**src/hw/rtl/crc16c_pkg.sv**
```systemverilog
// Package with shared types, constants and the byte fold function of the CRC-16 engine.
package crc16c_pkg;

	localparam int CRC_W      = 16;
	localparam int BYTE_W     = 8;
	localparam int CFG_IDX_W  = 2;
	localparam int CFG_DATA_W = 16;

	localparam logic [CFG_IDX_W-1:0] REG_POLY = 2'd0;
	localparam logic [CFG_IDX_W-1:0] REG_SEED = 2'd1;
	localparam logic [CFG_IDX_W-1:0] REG_MODE = 2'd2;

	localparam logic [CRC_W-1:0] POLY_RESET = 16'h1021;
	localparam logic [CRC_W-1:0] SEED_RESET = 16'h0000;
	localparam logic             MODE_RESET = 1'b0;

	localparam int QDEPTH = 2;
	localparam int QPTR_W = (QDEPTH > 1) ? $clog2(QDEPTH) : 1;
	localparam int QCNT_W = $clog2(QDEPTH + 1);
	localparam logic [QCNT_W-1:0] QCNT_FULL = QCNT_W'(QDEPTH);
	localparam logic [QPTR_W-1:0] QPTR_LAST = QPTR_W'(QDEPTH - 1);

	typedef struct packed {
		logic [BYTE_W-1:0] data_byte;
		logic              first_byte;
		logic              last_byte;
	} in_t;

	typedef struct packed {
		logic [CRC_W-1:0] crc_value;
		logic             message_end;
	} out_t;

	typedef struct packed {
		logic valid;
		in_t  item;
	} fq_t;

	function automatic logic [CRC_W-1:0] crc16c_fold(
		input logic [CRC_W-1:0]  crc,
		input logic [BYTE_W-1:0] b,
		input logic [CRC_W-1:0]  poly,
		input logic              refl
	);
		logic [CRC_W-1:0] c;
		c = refl ? (crc ^ {8'h00, b}) : (crc ^ {b, 8'h00});
		for (int k = 0; k < BYTE_W; k++) begin
			if (refl) begin
				c = c[0] ? ({1'b0, c[CRC_W-1:1]} ^ poly) : {1'b0, c[CRC_W-1:1]};
			end else begin
				c = c[CRC_W-1] ? ({c[CRC_W-2:0], 1'b0} ^ poly) : {c[CRC_W-2:0], 1'b0};
			end
		end
		return c;
	endfunction

endpackage

```
**src/hw/rtl/crc16c_front.sv**
```systemverilog
// Front stage: accepts byte requests into a short queue that feeds the CRC stage.
module crc16c_front import crc16c_pkg::*; (
	input  logic clk,
	input  logic arst_n,
	input  logic push,
	output logic full,
	input  in_t  item,
	output fq_t  fq,
	input  logic take
);

	in_t               mem_q [QDEPTH];
	logic [QPTR_W-1:0] wr_q;
	logic [QPTR_W-1:0] rd_q;
	logic [QCNT_W-1:0] cnt_q;
	logic              do_push;
	logic              do_pop;

	assign full     = (cnt_q == QCNT_FULL);
	assign do_push  = push && !full;
	assign do_pop   = take && (cnt_q != '0);
	assign fq.valid = (cnt_q != '0);
	assign fq.item  = mem_q[rd_q];

	always_ff @(posedge clk) begin
		if (do_push) begin
			mem_q[wr_q] <= item;
		end
	end

	always_ff @(posedge clk or negedge arst_n) begin
		if (!arst_n) begin
			wr_q  <= '0;
			rd_q  <= '0;
			cnt_q <= '0;
		end else begin
			if (do_push) begin
				wr_q <= (wr_q == QPTR_LAST) ? '0 : wr_q + 1'b1;
			end
			if (do_pop) begin
				rd_q <= (rd_q == QPTR_LAST) ? '0 : rd_q + 1'b1;
			end
			unique case ({do_push, do_pop})
				2'b10:   cnt_q <= cnt_q + 1'b1;
				2'b01:   cnt_q <= cnt_q - 1'b1;
				default: cnt_q <= cnt_q;
			endcase
		end
	end

endmodule

```
**src/hw/rtl/crc16c_core.sv**
```systemverilog
// Back stage: folds each byte into the CRC register and queues the results.
module crc16c_core import crc16c_pkg::*; (
	input  logic             clk,
	input  logic             arst_n,
	input  fq_t              fq,
	output logic             take,
	input  logic [CRC_W-1:0] poly,
	input  logic [CRC_W-1:0] seed,
	input  logic             refl,
	output logic             empty,
	input  logic             pop,
	output out_t             result
);

	logic [CRC_W-1:0]  crc_q;
	logic [CRC_W-1:0]  crc_start;
	logic [CRC_W-1:0]  crc_next;
	out_t              mem_q [QDEPTH];
	logic [QPTR_W-1:0] wr_q;
	logic [QPTR_W-1:0] rd_q;
	logic [QCNT_W-1:0] cnt_q;
	logic              do_pop;

	assign take      = fq.valid && (cnt_q != QCNT_FULL);
	assign crc_start = fq.item.first_byte ? seed : crc_q;
	assign crc_next  = crc16c_fold(crc_start, fq.item.data_byte, poly, refl);
	assign empty     = (cnt_q == '0);
	assign do_pop    = pop && !empty;
	assign result    = mem_q[rd_q];

	always_ff @(posedge clk) begin
		if (take) begin
			mem_q[wr_q] <= '{crc_value: crc_next, message_end: fq.item.last_byte};
		end
	end

	always_ff @(posedge clk or negedge arst_n) begin
		if (!arst_n) begin
			crc_q <= '0;
			wr_q  <= '0;
			rd_q  <= '0;
			cnt_q <= '0;
		end else begin
			if (take) begin
				crc_q <= crc_next;
				wr_q  <= (wr_q == QPTR_LAST) ? '0 : wr_q + 1'b1;
			end
			if (do_pop) begin
				rd_q <= (rd_q == QPTR_LAST) ? '0 : rd_q + 1'b1;
			end
			unique case ({take, do_pop})
				2'b10:   cnt_q <= cnt_q + 1'b1;
				2'b01:   cnt_q <= cnt_q - 1'b1;
				default: cnt_q <= cnt_q;
			endcase
		end
	end

endmodule

```
**src/hw/rtl/crc16_configurable_bytewise.sv**
```systemverilog
// Top level of the configurable bytewise CRC-16 engine.
// One byte request enters per clock and one CRC result leaves per clock when
// neither side stalls; the limit is the CRC stage, which folds a whole byte
// (eight shift steps) into the register combinationally. A result becomes
// visible once its byte has passed both queues: the byte sits at the head of
// the input queue until the CRC stage takes it and writes its result into the
// output queue. Each result is the CRC register after its byte, with no final
// XOR. Configuration should be written only while no byte is in flight.
module crc16_configurable_bytewise import crc16c_pkg::*; (
	input  logic                  clk,
	input  logic                  arst_n,
	input  logic                  push,
	output logic                  full,
	input  in_t                   item,
	output logic                  empty,
	input  logic                  pop,
	output out_t                  result,
	input  logic                  cfg_write,
	input  logic [CFG_IDX_W-1:0]  cfg_index,
	input  logic [CFG_DATA_W-1:0] cfg_data
);

	logic [CRC_W-1:0] poly_q;
	logic [CRC_W-1:0] seed_q;
	logic             mode_q;
	fq_t              fq;
	logic             take;

	always_ff @(posedge clk or negedge arst_n) begin
		if (!arst_n) begin
			poly_q <= POLY_RESET;
			seed_q <= SEED_RESET;
			mode_q <= MODE_RESET;
		end else if (cfg_write) begin
			unique case (cfg_index)
				REG_POLY: poly_q <= cfg_data[CRC_W-1:0];
				REG_SEED: seed_q <= cfg_data[CRC_W-1:0];
				REG_MODE: mode_q <= cfg_data[0];
				default:  mode_q <= mode_q;
			endcase
		end
	end

	crc16c_front u_front (
		.clk    (clk),
		.arst_n (arst_n),
		.push   (push),
		.full   (full),
		.item   (item),
		.fq     (fq),
		.take   (take)
	);

	crc16c_core u_core (
		.clk    (clk),
		.arst_n (arst_n),
		.fq     (fq),
		.take   (take),
		.poly   (poly_q),
		.seed   (seed_q),
		.refl   (mode_q),
		.empty  (empty),
		.pop    (pop),
		.result (result)
	);

	a_take_valid: assert property (@(posedge clk) disable iff (!arst_n)
		take |-> fq.valid)
		else $error("CRC stage took a request from an empty front queue.");

	a_stall_hold: assert property (@(posedge clk) disable iff (!arst_n)
		(fq.valid && !take) |=> (fq.valid && $stable(fq.item)))
		else $error("Front queue head changed while the CRC stage stalled.");

	a_mode_hold: assert property (@(posedge clk) disable iff (!arst_n)
		!(cfg_write && (cfg_index == REG_MODE)) |=> $stable(mode_q))
		else $error("Bit order changed without a write to its register.");

endmodule
```
**config.mk**
```make
export PLATFORM = sky130hd
export DESIGN_NAME = crc16_configurable_bytewise
export DESIGN_NICKNAME = d
export VERILOG_FILES = /design/src/hw/rtl/crc16c_pkg.sv /design/src/hw/rtl/crc16c_front.sv /design/src/hw/rtl/crc16c_core.sv /design/src/hw/rtl/crc16_configurable_bytewise.sv
export SDC_FILE = /design/constraint.sdc
export NUM_CORES = 1
export LEC_CHECK = 0
export BUFFER_PORTS_ARGS = -buffer_cell sky130_fd_sc_hd__buf_2
export CAP_MARGIN = 20
export CORE_MARGIN = 2
export CORE_UTILIZATION = 30
export CTS_BUF_LIST = sky130_fd_sc_hd__clkbuf_8
export DETAILED_ROUTE_END_ITERATION = 10
export PLACE_DENSITY = 0.48
export SLEW_MARGIN = 20
export SYNTH_ARGS = -nofsm -noshare
export SYNTH_HDL_FRONTEND = slang
export SYNTH_SLANG_ARGS = --single-unit
```
**constraint.sdc**
```tcl
create_clock -name clk -period 7.2 [get_ports clk]
set_input_delay 0.72 -clock clk [delete_from_list [all_inputs] [get_ports clk]]
set_output_delay 0.72 -clock clk [all_outputs]
set_load 0.01 [all_outputs]
```
==> results.json <==
{
  "cts_resized": 0,
  "ios": 52,
  "cts_tree": "built",
  "max_slew_margin_pct": 26.8,
  "hold_viol": 0,
  "num_vias": 10173,
  "drv_slew": 0,
  "post-route-period-util_pct": 94.9,
  "final_common_cell": "nand2_1",
  "crit_fanout": 20,
  "cts_root_buffer": "clkbuf_8",
  "cap_violations": 0,
  "syn_area_sq_um": 10800,
  "regArea_sq_um": 3060,
  "end_kind": "flip-flop",
  "hold_class": "input port to async pin",
  "async_flop_share_pct": 51.4,
  "synth_ff_type": "edfxtp_1",
  "clock_sinks": 111,
  "detail_route.iter0.violations": 1210,
  "grt_pass1_vias": 9410,
  "ys_ff_latch": 111,
  "ant_nets": 0,
  "rr_startpoint": "u_front.rd_q",
  "die_width_microns": 194,
  "via_per_inst": 5.87,
  "fmax_mhz": 146,
  "syn_avg_cell_area_sq_um": 8.64,
  "die_height_microns": 194,
  "multi_input_area_sq_um": 7240,
  "clk_pin_slew_ps": 110,
  "drc": 0,
  "die-area_sq_um": 37500,
  "antennaDiodeCount": 0,
  "final_cell_mix": "164 x nand2_1, 107 x xnor2_1, 67 x o21ai_0, 64 x mux2i_1, 63 x buf_4",
  "r2r_cells": 21,
  "yosysSeqAreaShare_pct": 28.3,
  "gp_congestion": 0.921,
  "synth_edf_count": 54,
  "outcome": "completed",
  "path_delay_family": "simple AND/OR/NAND/NOR gates",
  "min_period_ps": 6830,
  "critPathBufInv": 4,
  "cpPeakStageDelay_ps": 520,
  "grt_max_degree": 59,
  "synth_nets": 1283,
  "syn_inst": 1248,
  "crit_arrival_ps": 7110,
  "hpwl_microns": 31300,
  "antenna_found_initial": 0,
  "startpoint_type": "flip-flop",
  "tns_ps": 0,
  "crit_required_ps": 7480,
  "reg2reg_to": "u_core.crc_q[12]",
  "cts.htree.levels": 3,
  "drive_gt1_share_pct": 18.5,
  "numCtsBuffers": 9,
  "grt_pass1_wl_microns": 62700,
  "synth_cell_type_count": 89,
  "worst_skew_pair.late_latency_ps": 390,
  "finClkSkew_ps": 21.2,
  "drt-pass1-iter-count": 6,
  "initial_core_util_pct": 30.4,
  "wire_per_inst_microns": 24.3,
  "cts_setup_buffers": 0,
  "grt_overflow": 0,
  "rsz0062_at_grt": "no",
  "track_usage_pct": 21.9,
  "yosysWarningCount": 0,
  "worst_pin_slew_ps": 1080,
  "area_delta_synth_final_pct": 10.1,
  "setup_viol": 0,
  "num_rows": 69,
  "critPathKind": "flip-flop to flip-flop",
  "portBuffers": 51,
  "core_region_area_sq_um": 35500,
  "clk_path_buf_depth": 2,
  "final_nets": 1301,
  "cts_hold_repair.buffers": 0,
  "regToRegSetupSlack_ps": 370,
  "crit_chain": "mux2i_4 -> mux2i_4 -> buf_4 -> mux2i_2 -> xor2_2 -> buf_4 -> nor3_1 -> o21a_1 -> o32ai_1 -> o32ai_2 -> buf_4 -> or2_2 -> o21ai_1 -> or3_1 -> and2_0 -> a32o_1 -> nor2_1 -> buf_4 -> a21oi_1 -> a221o_1 -> mux2_2",
  "routed_wl_microns": 42100,
  "cp_slowest_cell": "nor2_1",
  "crit_top_cell": "buf_4",
  "fillers": 3698
}
==> how the worst max path moves through the flow <==
stage | startpoint | to | slack (ps) | cells after the start
finish | u_front.rd_q | u_core.crc_q[12] | 370 | 21
global route | u_front.rd_q | u_core.mem_q[0][3] | 20 | 21
CTS | u_front.rd_q | u_core.crc_q[12] | 480 | 21
detailed placement | u_front.rd_q | u_core.crc_q[12] | 530 | 20
global placement | u_front.rd_q | u_core.crc_q[11] | 580 | 22
floorplan | u_front.rd_q | u_core.crc_q[9] | 1570 | 21
==> logic make-up (layout without fill, tap and decap cells) <==
group,Yosys count,after routing,synth area share (%)
compound gates,337,337,22.6
xor+xnor,163,163,14.2
buf+inv,126,149,4.81
simple gates,381,381,16.8
fa+ha+maj,2,2,0.232
flops,111,111,28.3
mux,128,128,13.0
==> per-layer routing <==
layer | global-route usage, % | part of all wire [%]
met5 | 0 | 0
met4 | 6.56 | 2.9
met3 | 1.99 | 6.6
met2 | 34.2 | 45
met1 | 32.1 | 46
==> per-stage QoR <==
stage / setup WS (ps) / hold slack [ps] / instance area [sq um] / util, % / cells
after floorplan: 1570 / 424 / 10800 / - / 1248
after global placement: 583 / 482 / 11700 / 32.9 / 1716
after detailed placement: 525 / 486 / 11700 / 32.9 / 1716
after CTS: 484 / 474 / 11900 / 33.4 / 1732
after global routing: 22.7 / 497 / 11900 / 33.4 / 1732
final: 368 / 462 / 11900 / 33.4 / 1732
==> synth_stat cells, drive strengths merged (4+ instances only) <==
| cell | instances | area share [%] |
|---|---|---|
| o32ai | 9 | 0.73 |
| edfxtp | 54 | 15 |
| xnor2 | 114 | 9.8 |
| or2 | 8 | 0.46 |
| a21o | 8 | 0.56 |
| a211o | 10 | 0.81 |
| and3 | 26 | 1.5 |
| nor4 | 9 | 0.58 |
| o211ai | 18 | 1.3 |
| a21boi | 10 | 0.70 |
| or4 | 7 | 0.52 |
| a211oi | 53 | 3.8 |
| o31ai | 5 | 0.35 |
| nor2b | 4 | 0.23 |
| a31oi | 8 | 0.46 |
| nand3 | 32 | 1.5 |
| a2111oi | 5 | 0.59 |
| a32o | 9 | 0.84 |
| nor2 | 57 | 2.0 |
| clkinv | 5 | 0.17 |
| o21ai | 72 | 3.4 |
| a221oi | 6 | 0.49 |
| nor3 | 25 | 1.2 |
| mux2 | 58 | 6.1 |
| nand2 | 165 | 5.8 |
| and4 | 8 | 0.65 |
| clkbuf | 78 | 2.7 |
| inv | 14 | 0.49 |
| a21oi | 43 | 2.0 |
| o22ai | 10 | 0.58 |
| mux2i | 70 | 7.0 |
| dfrtp | 54 | 13 |
| or3 | 9 | 0.52 |
| a41oi | 4 | 0.33 |
| and2 | 17 | 0.99 |
| xor2 | 47 | 4.0 |
| buf | 29 | 1.4 |
| o211a | 12 | 1.1 |
| nand4 | 6 | 0.35 |
| a31o | 5 | 0.41 |
| a22oi | 10 | 0.70 |
==> flip-flops by register name (all words and copies together) (netlist names) <==
register	cells
seed_q	16
u_core.rd_q	1
u_front.rd_q	1
mode_q	1
u_core.cnt_q	2
u_core.crc_q	16
u_front.cnt_q	2
u_core.mem_q	34
u_front.mem_q	20
poly_q	16
u_front.wr_q	1
u_core.wr_q	1
==> layout make-up <==
type                    instances  share of cell area [%]
multi-input cells            1011                    61.0
flip-flops and latches        111                    25.8
repair buffers                114                    6.14
well taps                     461                    4.86
clock buffers                   9                    1.04
inverters                      19                   0.601
clock inverters                 7                   0.569
Power is not shown: default switching activity piles up to over one toggle a cycle in this logic, so the estimate is an artifact.
